===== config.mk =====
export PLATFORM = sky130hd
export DESIGN_NAME = scap_sqrt
export DESIGN_NICKNAME = d
export VERILOG_FILES = /design/src/rtl/scap_pkg.sv /design/src/rtl/scap_sqrt.sv
export SDC_FILE = /design/constraint.sdc
export NUM_CORES = 2
export LEC_CHECK = 0
export BUFFER_PORTS_ARGS = -buffer_cell sky130_fd_sc_hd__buf_4
export CAP_MARGIN = 20
export CORE_MARGIN = 1.5
export CORE_UTILIZATION = 64
export CTS_BUF_LIST = sky130_fd_sc_hd__clkbuf_16
export CTS_CLUSTER_DIAMETER = 60
export DETAILED_ROUTE_END_ITERATION = 10
export PLACE_DENSITY = 0.8
export SLEW_MARGIN = 40
export SYNTH_ARGS = -nofsm -noshare
export SYNTH_HDL_FRONTEND = slang
export SYNTH_MEMORY_MAX_BITS = 65536
export SYNTH_SLANG_ARGS = --single-unit
export TNS_END_PERCENT = 1

===== constraint.sdc =====
create_clock -name clk -period 5.15 [get_ports clk]
set_input_delay 1.545 -clock clk [delete_from_list [all_inputs] [get_ports clk]]
set_output_delay 1.545 -clock clk [all_outputs]
set_load 0.01 [all_outputs]

===== src/rtl/scap_pkg.sv =====
// ----------------------------------------------------------------------------
// scap_pkg
// Shared widths, register indexes and the item record that travels down the
// sphere contact projection pipeline.
// ----------------------------------------------------------------------------
package scap_pkg;

	localparam int FRAC_BITS = 16;
	localparam int WORD_BITS = 32;
	localparam int UW        = WORD_BITS - 1;        // unsigned field width
	localparam int DIFF_W    = WORD_BITS + 2;        // target - gap - center
	localparam int MAG_W     = WORD_BITS + 1;        // |d|
	localparam int SQ_W      = 2 * MAG_W;            // |d|^2
	localparam int SUM_W     = SQ_W + 2;             // sum of three squares
	localparam int ROOT_W    = SUM_W / 2;            // n
	localparam int QB        = ROOT_W;               // quotient bits and unit depth
	localparam int NUM_W     = 2 * QB;               // dividend width
	localparam int PRD_W     = UW + MAG_W;           // rho * |s|
	localparam int SH_W      = PRD_W - FRAC_BITS;
	localparam int GAIN_SH   = 2;                    // stiffness gain of four
	localparam int CFG_IDX_W = 3;

	localparam logic [UW-1:0] UMAX = '1;

	typedef enum logic [CFG_IDX_W-1:0] {
		CFG_CENTER_X = 3'd0,
		CFG_CENTER_Y = 3'd1,
		CFG_CENTER_Z = 3'd2,
		CFG_RADIUS   = 3'd3,
		CFG_MARGIN   = 3'd4
	} cfg_idx_t;

	typedef struct packed {
		logic [2:0][WORD_BITS-1:0] u;
		logic [2:0][MAG_W-1:0]     ad;
		logic [2:0]                neg;
		logic [UW-1:0]             rho;
		logic [UW-1:0]             k;
		logic [ROOT_W-1:0]         n;
		logic                      gt;
		logic                      fire;
		logic                      ovf;
		logic                      zero;
		logic [QB-1:0]             alpha;
	} item_t;

endpackage


===== src/rtl/scap_sqrt.sv =====
// ----------------------------------------------------------------------------
// scap_sqrt
// Pipelined integer square root, one result bit per stage.
// ----------------------------------------------------------------------------
module scap_sqrt import scap_pkg::*; (
	input  logic              clk,
	input  logic              en,
	input  logic [SUM_W-1:0]  radicand,
	output logic [ROOT_W-1:0] root
);

	logic [ROOT_W:0]   rem_s  [1:QB];
	logic [ROOT_W-1:0] root_s [1:QB];
	logic [SUM_W-1:0]  x_s    [1:QB];

	// restoring digit step on two radicand bits
	for (genvar g = 1; g <= QB; g++) begin : g_stage
		logic [ROOT_W:0]   r_prev;
		logic [ROOT_W-1:0] q_prev;
		logic [SUM_W-1:0]  x_prev;
		logic [ROOT_W+2:0] trial_v;
		logic [ROOT_W+2:0] part_v;
		logic              ge;
		if (g == 1) begin : g_first
			assign r_prev = '0;
			assign q_prev = '0;
			assign x_prev = radicand;
		end else begin : g_next
			assign r_prev = rem_s[g-1];
			assign q_prev = root_s[g-1];
			assign x_prev = x_s[g-1];
		end
		assign part_v  = {r_prev, x_prev[SUM_W-1 -: 2]};
		assign trial_v = {1'b0, q_prev, 2'b01};
		assign ge      = part_v >= trial_v;
		always_ff @(posedge clk) begin
			if (en) begin
				rem_s[g]  <= ge ? (ROOT_W+1)'(part_v - trial_v) : part_v[ROOT_W:0];
				root_s[g] <= {q_prev[ROOT_W-2:0], ge};
				x_s[g]    <= {x_prev[SUM_W-3:0], 2'b00};
			end
		end
	end

	assign root = root_s[QB];

endmodule


==> impl_metrics.csv <==
group,metric,value,unit
routing,first_pass_iters,8,
place,placed_area,135000,µm²
synth,synth-simple-area-share,9.71,%
synth,yosys-top-cells-area,"edfxtp_1 (65%), ha_1 (6.0%), xor2_1 (3.1%)",
synth,ys_ff_latch,2819,
setup_path,max_stage_delay,0.56,ns
layout,fin_cells,13300,
timing,slew_headroom,41.4,%
synth,yosysUniqueCellTypes,97,
worst_hold_path,hold-path-endpoint,"x_s[2][94]",
timing,finalCriticalPeriod,4.35,ns
timing,period_share,84.5,%
synth,yosysTopAreaCell,"edfxtp_1",
synth,synthAdderAreaFrac,6.03,%
place,place.gp.congestion,0.958,
floorplan,row_count,165,
routing,via_per_inst,6.01,
synth,netlist_top_cells_count,"edfxtp_1 (2819), inv_1 (787), nand2_1 (706)",
global_routing,grt_first_pass_wirelength,421000,µm
clock_tree,cts-root-buf,"clkbuf_16",
timing,clock_skew,0.0574,ns
synth,async_reset_ff_share,0,%
routing,drtAntennaViolNets,0,
synth,synth_mux_area_share,0.830,%
synth,postSynthAreaPerCell,13.0,µm²
setup_path,worstPathRequired,5.78,ns
setup_path,worstPathArrival,4.98,ns
timing,final-hold-violation-count,0,
clock_tree,cts.clk_slew.worst_paths,0.06,ns
global_routing,grt_start_max_net_pins,152,
clock_tree,cts.repair.resized,0,
setup_path,r2r_setup_slack,0.80,ns
setup_path,rr_endpoint,"rem_s[1][276]",
synth,synth_compound_area_share,9.70,%
status,outcome,"complete, no violations",
worst_hold_path,min_from,"x_s[2][26]",
setup_path,endpoint_kind,"flip-flop",
synth,syn_area,131000,µm²
place,dp.cells,12700,
synth,synthCells,10100,
power,ir_drop,409,µV
power,leakage,56.2,nW
setup_path,r2r_cells,11,
layout,finalInstanceArea,145000,µm²
synth,synthXorXnorAreaFrac,6.18,%
synth,synth_top_area_share,64.7,%
timing,slew_violations,0,
routing,dr.first_iter.drc_count,7019,
setup_path,cp_max_fo,8,
clock_tree,post-cts-setup-buffers,0,
synth,yosysMostFrequentCell,"edfxtp_1",
timing,finalSetupTns,0,ns
layout,fin_nets,11100,
clock_tree,cts_max_level,5,
clock_tree,cts_buffers,303,
routing,wl_per_cell,20.1,µm
global_routing,grt_pass1_vias,78300,
power,p_total,66.4,mW
timing,setup_ws,0.798,ns
floorplan,core_area,203000,µm²
timing,max_freq,0.230,GHz
synth,yosys_warnings,0,
clock_tree,cts_sinks,2819,
layout,layout-drive-gt1-share,7.77,%
layout,area_delta_synth_final,10.9,%
floorplan,die_w,455,µm
routing,vias,79700,
floorplan,die-area,207000,µm²
synth,synth_edf_count,2819,
clock_tree,postCtsHoldBufs,0,
global_routing,gr-total-overflow,0,
global_routing,antenna_found_initial,1,
clock_tree,tritoncts,"built",
place,pre_cts_ws,0.836,ns
worst_hold_path,min_path_type,"flip-flop to flip-flop",
place,dp.final_hpwl,187000,µm
timing,setup_viol,0,
floorplan,io_pins,104,
layout,num-fill-cells,13200,
routing,wl,267000,µm
global_routing,grt_use_total,25.7,%
setup_path,setup.worst_path.start_class,"flip-flop",
worst_hold_path,holdPathStages,0,
synth,syn-num-nets,10800,
floorplan,die_h,455,µm
setup_path,cp_cell_sequence,"inv_1 > ha_1 > nand2_1 > nor3_1 > a221oi_1 > o21ai_0 > a31oi_1 > o41ai_4 > nor2b_1 > nor4b_1 > xor2_1",
run,cap_violations,0,
synth,synth-main-ff-cell,"edfxtp_1",
power,p_per_area,458,nW/µm²
routing,drcViolationCount,0,
setup_path,criticalPathCategory,"flip-flop to flip-flop",
timing,rsz0062_at_grt,"false",
floorplan,initial_utilization,64.5,%
synth,synth.yosys.seq_area_share,64.7,%
setup_path,cp_slowest_cell,"o21ai_0",
place,io_buffers,103,
clock_tree,clock_tree.buffer_depth,4,
clock_tree,clock_latency,0.93,ns
timing,worst_slew_pin_slew,0.878,ns
setup_path,reg2reg_from,"root_s[5][74]",
synth,synth_top_family_by_area,"simple AND/OR/NAND/NOR gates",
[critical path: cells and delay by family, from the launching register on]
kind,cells,cell delay (ns)
AOI/OAI and AO/OA,4,1.52
xor gates and xnor gates,1,0.11
adders and majority gates,1,0.35
buffers and inverters,1,0.08
DFF,1,0.50
and+or+nand+nor,4,1.52
[how the worst max path moves through the flow]
| stage | start | endpoint | slack (ns) |
|---|---|---|---|
| global placement | rem_s[0][191] | rem_s[0][229] | 0.98 |
| global route | root_s[5][74] | rem_s[1][276] | 0.45 |
| finish | root_s[5][74] | rem_s[1][276] | 0.80 |
| detailed placement | root_s[5][74] | rem_s[1][276] | 0.84 |
| floorplan | rem_s[0][362] | rem_s[0][417] | 1.60 |
| CTS | root_s[5][74] | rem_s[1][276] | 0.81 |
[through the flow]
step	hold WS (ns)	util [%]
finish	0.379	71.6
global route	0.378	71.6
CTS	0.381	71.6
detailed placement	0.405	66.7
global placement	0.400	66.7
floorplan	0.400	-
[placed cells by master, fill, tap and decap left out, drive strengths merged, types with 156 or more instances in the layout]
| cell | instances |
|---|---|
| nand2 | 707 |
| nor2 | 571 |
| nor3 | 255 |
| a21oi | 589 |
| o21ai | 578 |
| xor2 | 468 |
| nand3 | 156 |
| inv | 850 |
| xnor2 | 456 |
| ha | 631 |
| clkbuf | 313 |
| a21o | 316 |
| edfxtp | 2819 |
| buf | 203 |
[power breakdown]
group | leakage, nW | internal [mW] | switching [mW] | total [mW]
combinational | 24.1 | 5.81 | 8.05 | 13.9
clock | 4.95 | 12.7 | 8.67 | 21.4
sequential | 27.1 | 29.1 | 2.06 | 31.2
total | 56.2 | 47.7 | 18.8 | 66.4
[registers in the layout, indices dropped and copies added, names as in the netlist]
signal / flops
rem_s: 1102
root_s: 595
x_s: 1122
[cells by family (layout without fill, tap and decap cells)]
family,after synthesis,after routing
AOI/OAI and AO/OA,2045,2045
xor gates and xnor gates,924,924
adders and majority gates,631,631
buffers and inverters,987,1519
DFF,2819,2819
muxes,98,98
other,1,3
and+or+nand+nor,2562,2562
[layer usage]
layer | vias to the layer above | share of wire (%) | GRT usage, %
met2 | 2586 | 50 | 44.3
met1 | 38600 | 41 | 33.3
met3 | 665 | 5.0 | 3.22
met4 | 0 | 3.8 | 9.87
met5 | - | 0 | 0
li1 | 37900 | - | -
[cell type report]
class | count | area [µm²] | area share, %
clock inverter | 211 | 1970 | 1.36
multi-input combinational | 6261 | 42600 | 29.3
timing repair buffer | 203 | 1790 | 1.23
clock buffer | 313 | 7830 | 5.40
tap | 2672 | 3340 | 2.30
sequential | 2819 | 84700 | 58.3
inverter | 792 | 2970 | 2.05
antenna | 2 | 5.00 | 0.00345
Note: power is estimated with default switching activity, not from simulation.
